`config.mk`:
```
export PLATFORM = sky130hd
export DESIGN_NAME = r2fft_bfly
export DESIGN_NICKNAME = d
export VERILOG_FILES = /design/src/r2fft_pkg.sv /design/src/r2fft_bfly.sv
export SDC_FILE = /design/constraint.sdc
export NUM_CORES = 2
export LEC_CHECK = 0
export BUFFER_PORTS_ARGS = -buffer_cell sky130_fd_sc_hd__clkbuf_2
export CORE_MARGIN = 2
export CORE_UTILIZATION = 38
export CTS_CLUSTER_DIAMETER = 120
export DETAILED_ROUTE_END_ITERATION = 8
export GPL_TIMING_DRIVEN = 0
export MAX_ROUTING_LAYER = met4
export PLACE_DENSITY_LB_ADDON = 0.25
export SLEW_MARGIN = 30
export SYNTH_ARGS = -nofsm -noshare
export SYNTH_HDL_FRONTEND = slang
export SYNTH_SLANG_ARGS = --single-unit
export TNS_END_PERCENT = 5
```
`constraint.sdc`:
```
create_clock -name i_clk -period 7.8 [get_ports i_clk]
set_clock_uncertainty 0.15 [all_clocks]
set_input_delay 1.56 -clock i_clk [delete_from_list [all_inputs] [get_ports i_clk]]
set_output_delay 1.56 -clock i_clk [all_outputs]
set_load 0.01 [all_outputs]
```
`src/r2fft_pkg.sv`:
```
`timescale 1ns / 1ps
// Package for the radix-2 FFT block: sizes, data types, states and the twiddle ROM.
// Used by the cell, butterfly and top-level modules; depends on nothing.
package r2fft_pkg;

    localparam int N      = 64;
    localparam int LOG_N  = $clog2(N);
    localparam int AW     = LOG_N;
    localparam int W      = 24;
    localparam int CW     = LOG_N + 2;
    localparam int SW     = 3;
    localparam int LAT    = 3;
    localparam int WB_OFS = LAT + 1;

    typedef logic [AW-1:0] t_addr;

    typedef struct packed {
        logic signed [W-1:0] im;
        logic signed [W-1:0] re;
    } t_cplx;

    typedef struct packed {
        logic shift;
        logic wb;
    } t_cell_ctl;

    typedef enum logic [2:0] {
        S_LOAD,
        S_FILL,
        S_CALC,
        S_ALIGN,
        S_UNLOAD
    } t_state;

    localparam logic signed [15:0] QSINE [17] = '{
        16'sd0, 16'sd3212, 16'sd6393, 16'sd9512, 16'sd12540, 16'sd15447, 16'sd18205,
        16'sd20788, 16'sd23170, 16'sd25330, 16'sd27246, 16'sd28899, 16'sd30274,
        16'sd31357, 16'sd32138, 16'sd32610, 16'sd32767
    };

    function automatic logic signed [15:0] rom_cos(input logic [4:0] k);
        logic [4:0] idx;
        if (k <= 5'd16) begin
            idx = 5'd16 - k;
            return QSINE[idx];
        end
        idx = k - 5'd16;
        return -QSINE[idx];
    endfunction

    function automatic logic signed [15:0] rom_sin(input logic [4:0] k);
        logic [4:0] idx;
        if (k <= 5'd16) begin
            idx = k;
            return QSINE[idx];
        end
        idx = 5'd0 - k;
        return QSINE[idx];
    endfunction

    function automatic t_addr bit_rev(input t_addr a);
        t_addr r;
        for (int b = 0; b < AW; b++) begin
            r[b] = a[AW-1-b];
        end
        return r;
    endfunction

endpackage

```
`src/r2fft_bfly.sv`:
```
`timescale 1ns / 1ps
// Three-stage pipelined radix-2 butterfly with twiddle multiply and optional halving.
// Depends on r2fft_pkg for widths and the complex type.
module r2fft_bfly (
    input  logic                i_clk,
    input  logic                i_rst_n,
    input  logic                i_valid,
    input  logic                i_fwd,
    input  r2fft_pkg::t_cplx    i_a,
    input  r2fft_pkg::t_cplx    i_b,
    input  logic signed [15:0]  i_cos,
    input  logic signed [15:0]  i_sin,
    output logic                o_valid,
    output r2fft_pkg::t_cplx    o_x,
    output r2fft_pkg::t_cplx    o_y
);
    import r2fft_pkg::*;

    localparam int PW = W + 16;

    logic [2:0] r_vld;
    t_cplx r_a0, r_b0, r_a1;
    logic signed [15:0] r_c0, r_s0;
    logic signed [PW-1:0] r_prr, r_pii, r_pri, r_pir;
    t_cplx r_x, r_y;

    logic signed [PW:0]  w_tre, w_tim;
    logic signed [W-1:0] w_tr, w_ti;
    logic signed [W:0]   w_sr, w_si, w_dr, w_di;
    t_cplx n_x, n_y;

    function automatic logic signed [W-1:0] fin(input logic signed [W:0] v,
                                                input logic fwd);
        logic signed [W+1:0] h;
        h = ({v[W], v} + (W+2)'(1)) >>> 1;
        return fwd ? h[W-1:0] : v[W-1:0];
    endfunction

    always_ff @(posedge i_clk) begin
        if (!i_rst_n) begin
            r_vld <= '0;
        end else begin
            r_vld <= {r_vld[1:0], i_valid};
        end
    end

    always_ff @(posedge i_clk) begin
        r_a0  <= i_a;
        r_b0  <= i_b;
        r_c0  <= i_cos;
        r_s0  <= i_sin;
        r_prr <= PW'(r_c0 * r_b0.re);
        r_pii <= PW'(r_s0 * r_b0.im);
        r_pri <= PW'(r_s0 * r_b0.re);
        r_pir <= PW'(r_c0 * r_b0.im);
        r_a1  <= r_a0;
        r_x   <= n_x;
        r_y   <= n_y;
    end

    always_comb begin
        w_tre = ({r_prr[PW-1], r_prr} - {r_pii[PW-1], r_pii} + (PW+1)'(16384)) >>> 15;
        w_tim = ({r_pri[PW-1], r_pri} + {r_pir[PW-1], r_pir} + (PW+1)'(16384)) >>> 15;
        w_tr  = w_tre[W-1:0];
        w_ti  = w_tim[W-1:0];
        w_sr  = {r_a1.re[W-1], r_a1.re} + {w_tr[W-1], w_tr};
        w_si  = {r_a1.im[W-1], r_a1.im} + {w_ti[W-1], w_ti};
        w_dr  = {r_a1.re[W-1], r_a1.re} - {w_tr[W-1], w_tr};
        w_di  = {r_a1.im[W-1], r_a1.im} - {w_ti[W-1], w_ti};
        n_x.re = fin(w_sr, i_fwd);
        n_x.im = fin(w_si, i_fwd);
        n_y.re = fin(w_dr, i_fwd);
        n_y.im = fin(w_di, i_fwd);
    end

    assign o_valid = r_vld[2];
    assign o_x     = r_x;
    assign o_y     = r_y;

endmodule

```
== Yosys cells after proc, flatten, opt, wreduce, memory -nomap -nowiden ==
Index checks and enable logic that the tools add are counted.

* $mul: 4
* Muxes and demuxes: 4
* Add/subtract/negate cells: 12

{| class="wikitable"
|+ Operators by type and width
! kind !! number
|-
| $mul A16 B24 Y39 || 4
|-
| $add A25 B2 Y25 const B || 4
|-
| $mux W24 || 4
|-
| $add A39 B15 Y39 const B || 2
|-
| $add A24 B24 Y25 || 2
|-
| $sub A24 B24 Y25 || 2
|-
| $add A39 B39 Y39 || 1
|-
| $sub A39 B39 Y39 || 1
|}

* Word-level logic and storage cells: 37
* Register bits after elaboration: 431

== Longest topological paths before layout ==
* Depth in word-level cells: 5
* Mapped depth: 27
* Depth with buffers taken out: 25

== Least setup slack after synthesis ==
No wires, ideal clock.

* Path kind: register to register
* Start point: register r_s0[4]
* End point: register r_pri[37]
* Setup time: 0.062 ns
* Required time: 7.588 ns
* Path buffers: 2
* Slack: 1.116 ns
* Arrival time: 6.472 ns
* Cell stages (with the launch flop): 26
* Cell sequence: dfxtp_1 > clkbuf_1 > clkbuf_1 > nand2_1 > fa_1 > inv_1 > fa_1 > inv_1 > fa_1 > inv_1 > fa_1 > fa_1 > inv_1 > fa_1 > inv_1 > ha_1 > inv_1 > o21bai_1 > a211oi_1 > o22ai_1 > o31ai_1 > a21oi_1 > a2111oi_0 > nor3_1 > or4_1 > nand3_1

* Word-level cells in the longest chain between the ends: 1

{| class="wikitable"
|+ RTL lines
! item !! line !! text
|-
| from (decl) || r2fft_bfly.sv:23 || <nowiki>logic signed [15:0] r_c0, r_s0;</nowiki>
|-
| from (signal assigned) || r2fft_bfly.sv:51 || <nowiki>r_s0 <= i_sin;</nowiki>
|-
| $mul A16 B24 Y39 || r2fft_bfly.sv:54 || <nowiki>r_pri <= PW'(r_s0 * r_b0.re);</nowiki>
|-
| to (signal assigned) || r2fft_bfly.sv:54 ||
|-
| to (decl) || r2fft_bfly.sv:24 || <nowiki>logic signed [PW-1:0] r_prr, r_pii, r_pri, r_pir;</nowiki>
|}

Every way passes these cells.
A chain may end at the register's enable or synchronous reset.

== Worst setup path after layout ==
* Start point: register r_b0[35] in the netlist's numbering
* End point: register r_pir[37]

* Word-level cells in the longest chain between the ends: 1

{| class="wikitable"
|+ RTL lines
! item !! line !! text
|-
| from (decl) || r2fft_bfly.sv:22 || <nowiki>t_cplx r_a0, r_b0, r_a1;</nowiki>
|-
| from (signal assigned) || r2fft_bfly.sv:49 || <nowiki>r_b0 <= i_b;</nowiki>
|-
| $mul A16 B24 Y39 || r2fft_bfly.sv:55 || <nowiki>r_pir <= PW'(r_c0 * r_b0.im);</nowiki>
|-
| to (signal assigned) || r2fft_bfly.sv:55 ||
|-
| to (decl) || r2fft_bfly.sv:24 ||
|}

Every way passes these cells.

==> run summary <==
Synth top area cells = fa_1, dfxtp_1, ha_1, inv_1, and2_1
Pre-CTS setup slack = -0.996 ns
Slew Limit Headroom = 0.245
Post-route antenna net violation count = 0
Area share of and/or/nand/nor cells after synthesis = 0.156
Post-Synth Adder-Cell Area = 0.495
Failing checks = setup timing
Outcome = finished with violations
Post-synth ARST share = 0
Main combinational cell family by area after synthesis = adder cells
Clock Pin Slew Worst Setup and Hold Paths = 0.06 ns
Vias = 59.5k
Cts bufs inserted = 56
CTS max path bufs = 3
TritonCTS clock tree = done
Slowest-stage cell, CP = clkbuf_1
First-pass GRT wire length = 416000 um
Complex-gate fraction of the synthesized area = 0.0834
Initial Util = 0.383
Synth Register Bits = 431
DRT iter0 DRCs = 4378
# hold bufs at CTS = 0
Final WL = 284000 um
Die Ht = 450 um
CP Capture Type = flip-flop
Max Clock Freq = 128 MHz
Largest delay share family, worst path = adder cells
Final setup TNS = -0.0225 ns
Commonest cells after routing, fill and taps aside = inv_1, fa_1, nand2_1
Top-Level Pins = 229
RSZ-0062 raised after global routing = yes
Row Count = 163
Final Setup Violations = 1
Synth top area share = 0.391
Clk sinks = 431
Nets@finish = 11.0k
# DRC = 0
Crit-path max FO = 10
Vias per cell = 5.18
DP HPWL = 238000 um
Setup ws final = -0.0225 ns
GRT Residual Overflow = 0
Tcrit/Tclk final = 1.00
Mapped cell area = 75600 sq um
Slowest cell delay on critical path = 0.80 ns
PortBufs = 227
Filler-free cell count of the finished design = 11.5k
Number of flops mapped to enable cells by yosys = 0
Worst slew pin tran = 1.13 ns
Crit Path Category = flip-flop to flip-flop
Largest area contributor in the netlist = fa_1
Hold Vio Cnt, Final = 0
Number of global-route vias before repair = 62.2k
Warnings from Yosys = 0
Buf/Inv on CP = 5
Clk_lat worst skew = 0.73 ns
DRT Pass-1 Iters = 8
DIE AREA = 203000 sq um
Synth Instances = 8462
Chip width = 450 um
Post-Synth XOR/XNOR Area = 0.0349
H-tree Lvls = 2
Pin count of the biggest net entering global routing = 18
Commonest non-fill, non-tap cell in the layout = inv_1
Syn Nets = 10.7k
Max cap viols = 0
Root buffer cell = clkbuf_16
Layout cells sized above 1 = 0.0777
Synth unique cells = 98
Placer congestion estimate = 0.995
Initial antenna violation count = 49
HP Class = flip-flop to flip-flop
Mean Syn Cell Area = 8.93 sq um
Proportion of synthesized area in mux cells = 0.00275
Most used DFF post-synth = dfxtp_1
All-Layer GR Usage = 0.290
Critical path, cell by cell = clkbuf_1, and2_1, fa_1, inv_1, fa_1, fa_1, inv_1, fa_1, fa_1, inv_1, fa_1, inv_1, ha_1, a21o_1, a21o_1, a21oi_1, o21ai_0, a21oi_1, a21oi_1, o31ai_1, o211ai_1, a21oi_1, xnor2_1
DR WL/cell = 24.7 um
Seq/Total Area, Yosys = 0.114
Min cycle time layout = 7.82 ns
CP most frequent cell = fa_1
Max-slew violations = 0
Synthesis-to-finish area growth = 10.2%
Inst Count DP = 11.3k
Core box area = 198000 sq um
CP Launch Type = flip-flop
WP data arrival = 8.32 ns
CP Data Required Time = 8.30 ns
==> routing by layer <==
metal | wire, um | GRT usage | vias up
li1 | - | - | 26400
met1 | 114000 | 0.356 | 30200
met2 | 127000 | 0.452 | 2280
met3 | 23400 | 0.0574 | 657
met4 | 19600 | 0.156 | 0
met5 | 0 | - | -
==> logic make-up after synthesis <==
logic type	after synthesis
AOI/OAI and AO/OA	930
xor gates and xnor gates	300
adders and majority gates	2108
buffers and inverters	2273
DFF	431
muxes	20
and+or+nand+nor	2400
==> worst reg2reg max path: stages (launching register included) <==
cell,delay (ns)
dfxtp_1,0.58
clkbuf_1,0.81
and2_1,0.28
fa_1,0.41
inv_1,0.08
fa_1,0.45
fa_1,0.51
inv_1,0.06
fa_1,0.49
fa_1,0.53
inv_1,0.05
fa_1,0.48
inv_1,0.04
ha_1,0.37
a21o_1,0.21
a21o_1,0.17
a21oi_1,0.20
o21ai_0,0.30
a21oi_1,0.29
a21oi_1,0.16
o31ai_1,0.55
o211ai_1,0.20
a21oi_1,0.24
xnor2_1,0.15
==> synthesized netlist by cell type, types with 16 or more instances <==
master,instances
o31ai_1,20
nor2_1,253
a21o_1,110
a211oi_1,48
xor2_1,82
nand3_1,81
clkbuf_1,348
o21a_1,43
or2_2,28
o21bai_1,33
nand2b_1,69
and2_1,630
nor3_1,81
and3_1,44
o21ai_0,169
dfxtp_1,431
or3_1,28
xnor2_1,217
a21oi_1,240
ha_1,632
a31oi_1,27
buf_1,16
nor4_1,25
nand4_1,32
nand2_1,1022
nor3b_1,18
o211ai_1,29
nor2b_1,38
inv_1,1893
fa_1,1476
==> cell type report <==
class | instances | area, sq um
diodes | 29 | 72.6
plain buffers | 372 | 1770
clock buffers | 67 | 1490
clock inverters | 39 | 554
fillers | 19800 | 114000
inverters | 1898 | 7130
multi-input cells | 5758 | 58800
flip-flops and latches | 431 | 8630
well taps | 2640 | 3300
repair buffers | 249 | 1590
==> through the flow <==
| stage | hold slack, ns | area [sq um] | util |
|---|---|---|---|
| 5_1_grt | 0.180 | 83300 | 0.421 |
| 3_3_place_gp | 0.164 | 80000 | 0.405 |
| 3_5_place_dp | 0.162 | 80700 | 0.408 |
| 4_1_cts | 0.174 | 82900 | 0.420 |
| 2_1_floorplan | 0.160 | 75600 | - |
| 6_report | 0.176 | 83300 | 0.422 |
==> worst paths after layout <==
| check | start | end | slack [ns] | depth (start not counted) |
|---|---|---|---|---|
| worst min-delay path | r_a0[44]$_DFF_P_ | r_a1[44]$_DFF_P_ | 0.18 | 0 |
| worst max register to register | r_b0[35]$_DFF_P_ | r_pir[37]$_DFF_P_ | -0.02 | 23 |
| worst min register to register | r_a0[44]$_DFF_P_ | r_a1[44]$_DFF_P_ | 0.18 | 0 |
| worst max-delay path | r_b0[35]$_DFF_P_ | r_pir[37]$_DFF_P_ | -0.02 | 23 |
==> flip-flops by register name, summed over array words and instances (netlist names) <==
register / flops
r_s0: 16
r_a0: 48
r_pir: 39
o_y: 48
r_pii: 39
r_b0: 48
r_prr: 39
r_a1: 48
r_c0: 16
r_pri: 39
r_vld: 3
o_x: 48
==> timing repair <==
action | in CTS | in global routing
resized for setup | 97 | 161
endpoints found under the setup margin | 67 | 55
pin swaps | 3 | 3
setup buffers | 1 | 0
hold endpoints to repair | 0 | 0
Power is not shown: default switching activity piles up to over one toggle a cycle in this logic, so the estimate is an artifact.
