## config.mk

```make
export PLATFORM = sky130hd
export DESIGN_NAME = r2fft_cell
export DESIGN_NICKNAME = d
export VERILOG_FILES = /design/src/r2fft_pkg.sv /design/src/r2fft_cell.sv
export SDC_FILE = /design/constraint.sdc
export NUM_CORES = 1
export LEC_CHECK = 0
export ABC_AREA = 1
export BUFFER_PORTS_ARGS = -buffer_cell sky130_fd_sc_hd__buf_4
export CORE_MARGIN = 1
export CORE_UTILIZATION = 28
export CTS_CLUSTER_DIAMETER = 30
export DETAILED_ROUTE_END_ITERATION = 10
export SYNTH_ARGS = -nofsm -noshare
export SYNTH_HDL_FRONTEND = slang
export SYNTH_SLANG_ARGS = --single-unit
```

## constraint.sdc

```tcl
create_clock -name i_clk -period 2.4 [get_ports i_clk]
set_input_delay 0.36 -clock i_clk [delete_from_list [all_inputs] [get_ports i_clk]]
set_output_delay 0.36 -clock i_clk [all_outputs]
set_load 0.01 [all_outputs]
```

## src/r2fft_pkg.sv

```systemverilog
`timescale 1ns / 1ps
// Package for the radix-2 FFT block: sizes, data types, states and the twiddle ROM.
// Used by the cell, butterfly and top-level modules; depends on nothing.
package r2fft_pkg;

    localparam int N      = 64;
    localparam int LOG_N  = $clog2(N);
    localparam int AW     = LOG_N;
    localparam int W      = 24;
    localparam int CW     = LOG_N + 2;
    localparam int SW     = 3;
    localparam int LAT    = 3;
    localparam int WB_OFS = LAT + 1;

    typedef logic [AW-1:0] t_addr;

    typedef struct packed {
        logic signed [W-1:0] im;
        logic signed [W-1:0] re;
    } t_cplx;

    typedef struct packed {
        logic shift;
        logic wb;
    } t_cell_ctl;

    typedef enum logic [2:0] {
        S_LOAD,
        S_FILL,
        S_CALC,
        S_ALIGN,
        S_UNLOAD
    } t_state;

    localparam logic signed [15:0] QSINE [17] = '{
        16'sd0, 16'sd3212, 16'sd6393, 16'sd9512, 16'sd12540, 16'sd15447, 16'sd18205,
        16'sd20788, 16'sd23170, 16'sd25330, 16'sd27246, 16'sd28899, 16'sd30274,
        16'sd31357, 16'sd32138, 16'sd32610, 16'sd32767
    };

    function automatic logic signed [15:0] rom_cos(input logic [4:0] k);
        logic [4:0] idx;
        if (k <= 5'd16) begin
            idx = 5'd16 - k;
            return QSINE[idx];
        end
        idx = k - 5'd16;
        return -QSINE[idx];
    endfunction

    function automatic logic signed [15:0] rom_sin(input logic [4:0] k);
        logic [4:0] idx;
        if (k <= 5'd16) begin
            idx = k;
            return QSINE[idx];
        end
        idx = 5'd0 - k;
        return QSINE[idx];
    endfunction

    function automatic t_addr bit_rev(input t_addr a);
        t_addr r;
        for (int b = 0; b < AW; b++) begin
            r[b] = a[AW-1-b];
        end
        return r;
    endfunction

endpackage

```

## src/r2fft_cell.sv

```systemverilog
`timescale 1ns / 1ps
// One cell of the rotating sample ring: holds one complex value.
// Depends on r2fft_pkg for the data and control types.
module r2fft_cell (
    input  logic                i_clk,
    input  r2fft_pkg::t_cell_ctl i_ctl,
    input  r2fft_pkg::t_cplx    i_nbr,
    input  r2fft_pkg::t_cplx    i_wb_val,
    output r2fft_pkg::t_cplx    o_val
);
    import r2fft_pkg::*;

    t_cplx r_val;

    always_ff @(posedge i_clk) begin
        if (i_ctl.wb) begin
            r_val <= i_wb_val;
        end else if (i_ctl.shift) begin
            r_val <= i_nbr;
        end
    end

    assign o_val = r_val;

endmodule

```

# Word-level counts from Yosys, hierarchy flattened
# Cells that the tools add are included.
# Widths: inputs -> output; s select.
word_totals:
  register_bits: 48
  input_bits: 99
  output_inout_bits: 48
  wordCells: 5
classes:
  mux: 2
  n_reduce_logical: 1
ops:
  columns: ["op", "n"]
  rows:
  - ["$mux 48", 2]
  - ["$reduce_bool 2->1", 1]

# Depth between registers and ports, before layout
# Gate-level depths: netlist of the first run.
depth:
  word_depth: 2
  mapped_depth: 6
  depth_no_buf: 3

# Least setup slack after synthesis of the first run
# OpenSTA, ideal clock, no wires.
synth_path:
  kind: "input to register"
  from: "input port i_ctl[0] (netlist name)"
  to: "register r_val, in the netlist o_val[0] (enable)"
  setup_time_ns: 0.408
  arrival_ns: 1.708
  required_ns: 1.992
  path_slack_ns: 0.284
  stages: 3
  n_path_buf: 2
  cell_sequence: "buf_2 > buf_6 > or2_1"
synth_via:
  elab_chain_cells: 1
synth_lines:
  columns: ["element", "line_no", "rtl"]
  rows:
  - ["start: declaration", "r2fft_cell.sv:6", "input r2fft_pkg::t_cell_ctl i_ctl,"]
  - ["$reduce_bool 2->1 (no line)", null, null]
  - ["end signal: assignment", "r2fft_cell.sv:17", "r_val <= i_wb_val;"]
  - ["end signal: assignment", "r2fft_cell.sv:19", "r_val <= i_nbr;"]
  - ["end: declaration", "r2fft_cell.sv:13", "t_cplx r_val;"]
# Every way passes these cells.
# A chain may end at the register's enable or synchronous reset.

# Worst setup path after layout of the first run
layout_path:
  from: "input port i_ctl[0] (netlist name)"
  to: "register r_val, in the netlist o_val[42], data pin"
layout_via:
  elab_chain_cells: 1
layout_lines:
  columns: ["element", "line_no", "rtl"]
  rows:
  - ["$mux 48", "r2fft_cell.sv:16", "if (i_ctl.wb) begin"]
# Every way passes these cells.

==> results of run 1 <==
## synthesized netlist by cell type, drive strengths merged
master    n
inv       1
or2       1
buf      11
nand2   144
edfxtp   48
## power breakdown
part / total, mW / internal, mW / switching [mW]
Clock: 0.571 / 0.310 / 0.262
Combinational: 0.412 / 0.237 / 0.176
Sequential: 1.05 / 1.03 / 0.0251
## critical path: stages
cell                      delay, ns
sky130_fd_sc_hd__buf_4         0.18
sky130_fd_sc_hd__inv_2         0.58
sky130_fd_sc_hd__nand2_1       0.13
sky130_fd_sc_hd__nand2_1       0.10
## metal layers
layer	vias to the layer above	wire length, um	GRT usage [%]
met5	-	0	0
li1	941	-	-
met1	804	1840	13.7
met3	2	617	5.18
met4	0	24	3.52
met2	86	2550	23.0
## cells by family after synthesis
kind of cell / count (synthesis) / synth area share (%)
DFF: 48 / 69.5
and+or+nand+nor: 145 / 26.4
buffers and inverters: 12 / 4.16
## how the worst min path moves through the flow
stage / slack [ns] / startpoint / endpoint
final: 0.32 / i_nbr[41] / o_val[41]
after global routing: 0.31 / i_nbr[28] / o_val[28]
after CTS: 0.31 / i_nbr[41] / o_val[41]
after detailed placement: 0.63 / i_nbr[20] / o_val[20]
after global placement: 0.62 / i_nbr[1] / o_val[1]
after floorplan: 0.54 / i_nbr[0] / o_val[0]
## final cells by class
cell class                      instances  area share, %
Multi-Input combinational cell        145           16.3
Clock buffer                            6           2.17
Clock inverter                          2           1.05
Sequential cell                        48           43.1
Tap cell                               99           3.70
Inverter                                1          0.112
Timing Repair Buffer                  148           33.6
## cell usage in the layout, fill, tap and decap left out
| cell | netlist | final |
|---|---|---|
| sky130_fd_sc_hd__buf_12 | 0 | 1 |
| sky130_fd_sc_hd__buf_4 | 1 | 147 |
| sky130_fd_sc_hd__bufinv_16 | 0 | 1 |
| sky130_fd_sc_hd__clkbuf_1 | 0 | 1 |
| sky130_fd_sc_hd__clkbuf_8 | 0 | 5 |
| sky130_fd_sc_hd__clkinv_2 | 0 | 1 |
| sky130_fd_sc_hd__edfxtp_1 | 48 | 48 |
| sky130_fd_sc_hd__inv_2 | 1 | 1 |
| sky130_fd_sc_hd__nand2_1 | 144 | 144 |
| sky130_fd_sc_hd__or2_2 | 0 | 1 |
## through the flow
| stage | total power, mW | instances | util, % | hold slack [ns] |
|---|---|---|---|---|
| finish | 2.04 | 449 | 46.4 | 0.322 |
| floorplan | 1.22 | 205 | - | 0.539 |
| detailed placement | 1.50 | 441 | 44.9 | 0.629 |
| CTS | 2.07 | 449 | 46.4 | 0.313 |
| global route | 2.14 | 449 | 46.4 | 0.311 |
| global placement | 1.49 | 441 | 44.9 | 0.623 |
==> results.cfg, run 1 <==
[layout]
register_area_um2 = 1440
area_growth_synth_to_finish_pct = 61.3
post_route_cells_drive_above_1_share_pct = 44.9
layout.cell_area.non_filler_um2 = 3350
num-nets-final = 448
area_occupied_by_multi_input_gates_um2 = 547
flip_flop_count_of_the_largest_register_after_layout = 48
fillerInstances = 717
number_of_antenna_diodes = 0

[logic_synthesis]
synth.yosys.seq_area_share_pct = 69.5
largest_area_contributor_in_the_netlist = sky130_fd_sc_hd__edfxtp_1
yosys-top-cells-area = sky130_fd_sc_hd__edfxtp_1 69%, sky130_fd_sc_hd__nand2_1 26%, sky130_fd_sc_hd__buf_6 2.2%, sky130_fd_sc_hd__buf_2 1.4%, sky130_fd_sc_hd__buf_4 0.36%
synth_top_area_share_pct = 69.5
synth-seq-cells = 48
yosysWarningCount = 0
ys_types = 7
synth_area_um2 = 2070
synth_area_per_cell_um2 = 10.1
synth_cells = 205
syn_nets = 304

[worst_setup_path]
timing.critical_path.fanout_max = 48
critical_path_class = in2reg
cp_data_arrival_time_ns = 1.37
crit_required_ns = 2.57
worst_setup_path_endpoint = o_val[42]
timing.critical_path.from_type = input port
endpoint_kind = flip-flop
critPathLaunch = i_ctl[0]

[route]
route.detailed.drc = 0
drt_first_pass_iters = 4
via_per_inst = 4.08
drt.antenna.violating_nets = 0
wire_per_inst_um = 11.2
detailedRoute.firstIterationViolations = 66
dr_total_vias = 1833
routed_wirelength_mm = 5.04

[floorplanning]
floorplan.initialDensity_pct = 28.8
floorplan.die.height_um = 88.1
floorplan.core_area_um2 = 7210
design.portCount = 147
rows = 31
floorplan_die_width_um = 88.1
die_area_um2 = 7760

[timing]
rsz0062_at_grt = false
layout_min_cycle_time_ns = 1.20
max-slew-margin-rel_pct = 48.3
clock.fmax_ghz = 0.835
post-route-worst-setup-slack_ns = 1.20
timing.final.setup_violations = 0
worst_slew_pin_slew_ns = 0.774
finalMaxSlewViolations = 0
tns_ns = 0
timing.final.hold_violations = 0
share_of_the_clock_period_used_by_the_worst_path_pct = 49.9

[global_route]
grt_antenna_before_repair = 0
grt_overflow = 0
grt_max_degree = 49
track_usage_pct = 12.7
vias_in_the_first_global_route = 1707
grt_first_pass_wirelength_mm = 7.46

[status]
status = completed

[hold_path]
hold_path_class = in2reg
hold-path-cell-count = 3

[clock_tree]
cts_setup_buffers = 0
cts.sink_count = 48
worst_setup_hold_path_clk_slew_ns = 0.09
cts_tree = built
post_cts.resized_instances = 0
numCtsBuffers = 5
htreeDepth = 2
cts-root-to-sink-buffers = 2
cts.hold.buffers_added = 0
root_buffer_selected_by_cts = sky130_fd_sc_hd__clkbuf_8

[placed_design]
gp_congestion = 0.690
detailedPlace.worstSlack_ns = 0.847
dpl_cell_area_um2 = 3240
number_of_port_buffers = 146
hpwlAfterDp_mm = 3.61

[power_and_ir_drop]
cellLeakagePower_nw = 1.70
power.density_cell_area_nw_per_um2 = 609
ir_worst_vdd_mv = 0.252

[job]
max_cap_viol_count = 0
(Power assumes the default switching activity.)
==> run 2, diff against run 1 <==
- ABC_AREA: 1 -> 0
- clock period: 2.4 -> 1.2 ns (I/O delays scaled with it)
==> run 2 against run 1 <==
Effect of this change: wire length rose by 3.7%; clock power rose by 98%; utilization rose by 3.6 points; first-iteration DRC count fell by 38%; cell count fell by 21%; critical path depth fell by 3; flip-flop and latch count did not move; synthesized area fell by 0.36%; critical path type is now reg2out.
==> results.cfg, run 2 <==
[logic_synthesis]
synth-xor-area-share_pct = 0
synth-async-reset-ratio_pct = 0
synth_top_area_share_pct = 69.7
dominant_combinational_cell_family_by_area_after_synthesis = multiplexers
synth-seq-cells = 48
yosysWarningCount = 0
synth_flop_cell = sky130_fd_sc_hd__edfxtp_1
synthMuxAreaShare_pct = 27.8
ys_types = 6
yosys-top-cells-area = sky130_fd_sc_hd__edfxtp_1 70%, sky130_fd_sc_hd__mux2_2 21%, sky130_fd_sc_hd__mux2_4 6.5%, sky130_fd_sc_hd__buf_4 1.1%, sky130_fd_sc_hd__buf_6 1.1%
synthSimpleGateAreaFrac_pct = 0.303
synth_commonest_cells = 48 x sky130_fd_sc_hd__edfxtp_1, 39 x sky130_fd_sc_hd__mux2_2, 9 x sky130_fd_sc_hd__mux2_4, 3 x sky130_fd_sc_hd__buf_4, 2 x sky130_fd_sc_hd__buf_6
dominant_cell_by_count_in_the_synthesized_netlist = sky130_fd_sc_hd__edfxtp_1
synth_edf_count = 48
largest_area_contributor_in_the_netlist = sky130_fd_sc_hd__edfxtp_1
synth_area_um2 = 2070
synth_compound_area_share_pct = 0
syn_nets = 201
synth_cells = 102
synth_area_per_cell_um2 = 20.3
synthAdderAreaFrac_pct = 0
synth.yosys.seq_area_share_pct = 69.7

[layout]
num-nets-final = 357
register_area_um2 = 1440
area_occupied_by_multi_input_gates_um2 = 583
area_growth_synth_to_finish_pct = 67.9
post_route_cells_drive_above_1_share_pct = 81.1
flip_flop_count_of_the_largest_register_after_layout = 48
layout.cell_area.non_filler_um2 = 3470
fillerInstances = 619
mostFrequentLayoutCells = 149 x sky130_fd_sc_hd__buf_4, 48 x sky130_fd_sc_hd__edfxtp_1, 39 x sky130_fd_sc_hd__mux2_2
number_of_antenna_diodes = 0
most_common_cell_after_layout_fill_and_taps_aside = sky130_fd_sc_hd__buf_4

[worst_setup_path]
cp.depth = 1
critical_path_class = reg2out
cp_data_arrival_time_ns = 0.84
timing.critical_path.fanout_max = 1
endpoint_kind = output pin
critPathBufInv = 1
timing.critical_path.from_type = flip-flop
crit_family = flip-flops
critical_path.cell_chain = buf_4
cpMaxStageDelayCell = sky130_fd_sc_hd__edfxtp_1
crit_required_ns = 1.02
crit_path_max_incr_delay_ns = 0.39

[placed_design]
gp_congestion = 0.703
number_of_port_buffers = 146
dpl_cell_area_um2 = 3360
hpwlAfterDp_mm = 4.20

[floorplanning]
floorplan.die.height_um = 87.9
die_area_um2 = 7730
floorplan.core_area_um2 = 6940
design.portCount = 147
floorplan.initialDensity_pct = 29.8
floorplan_die_width_um = 87.9
rows = 30

[clock_tree]
post_cts.resized_instances = 0
cts_tree = built
worst_setup_hold_path_clk_slew_ns = 0.09
root_buffer_selected_by_cts = sky130_fd_sc_hd__clkbuf_8
htreeDepth = 2
cts.hold.buffers_added = 0
cts.sink_count = 48
cts_setup_buffers = 0
cts-root-to-sink-buffers = 2
numCtsBuffers = 5

[global_route]
grt_max_degree = 21
track_usage_pct = 13.8
grt_first_pass_wirelength_mm = 7.79
grt_antenna_before_repair = 0
vias_in_the_first_global_route = 1537
grt_overflow = 0

[power_and_ir_drop]
power.density_cell_area_nw_per_um2 = 1190
cellLeakagePower_nw = 1.54
ir_worst_vdd_mv = 0.542
post-layout-total-power_mw = 4.13

[route]
routed_wirelength_mm = 5.22
detailedRoute.firstIterationViolations = 41
drt_first_pass_iters = 3
dr_total_vias = 1466
via_per_inst = 4.13
route.detailed.drc = 0
wire_per_inst_um = 14.7
drt.antenna.violating_nets = 0

[timing]
worst_slew_pin_slew_ns = 0.171
timing.final.hold_violations = 0
tns_ns = 0
share_of_the_clock_period_used_by_the_worst_path_pct = 84.8
layout_min_cycle_time_ns = 1.02
finalMaxSlewViolations = 0
clock.fmax_ghz = 0.982
timing.final.setup_violations = 0
max-slew-margin-rel_pct = 88.6
rsz0062_at_grt = false

[hold_path]
hold_path_class = in2reg
hold-path-cell-count = 2

[job]
max_cap_viol_count = 0

[status]
status = completed
## run 2: per-layer routing
layer | vias to the layer above | routed length, um | GRT usage, %
met2 | 86 | 2660 | 24.3
met4 | 0 | 79 | 6.26
met3 | 5 | 498 | 3.68
met1 | 665 | 1990 | 15.6
met5 | - | 0 | 0
li1 | 710 | - | -
## run 2: power breakdown
group	leakage, nW	switching (mW)	internal, mW	total (mW)
sequential	0.489	0.0526	2.06	2.11
combinational	0.995	0.312	0.575	0.887
clock	0.0552	0.514	0.619	1.13
total	1.54	0.878	3.25	4.13
## run 2: final timing paths
path	start	slack [ns]	end
min	i_nbr[10]	0.18	o_val[10]
max	o_val[29]	0.18	o_val[29]
## run 2: cell type report
class | instances | area share [%]
sequential | 48 | 41.5
clock inverter | 2 | 1.01
timing repair buffer | 154 | 35.1
clock buffer | 6 | 2.09
multi-input combinational | 49 | 16.8
tap | 96 | 3.46
## run 2: through the flow
| step | hold WS, ns | util (%) | setup WS [ns] | std cells |
|---|---|---|---|---|
| after floorplan | 0.397 | - | -0.0205 | 102 |
| final | 0.182 | 50.0 | 0.182 | 355 |
| after CTS | 0.166 | 50.0 | 0.143 | 355 |
| after detailed placement | 0.484 | 48.4 | 0.00352 | 347 |
| after global placement | 0.483 | 48.4 | 0.0105 | 347 |
| after global routing | 0.166 | 50.0 | 0.129 | 355 |
## run 2: logic make-up (layout without fill, tap and decap cells)
logic type,count (synthesis),after routing
buffers and inverters,5,162
muxes,48,48
and+or+nand+nor,1,1
DFF,48,48
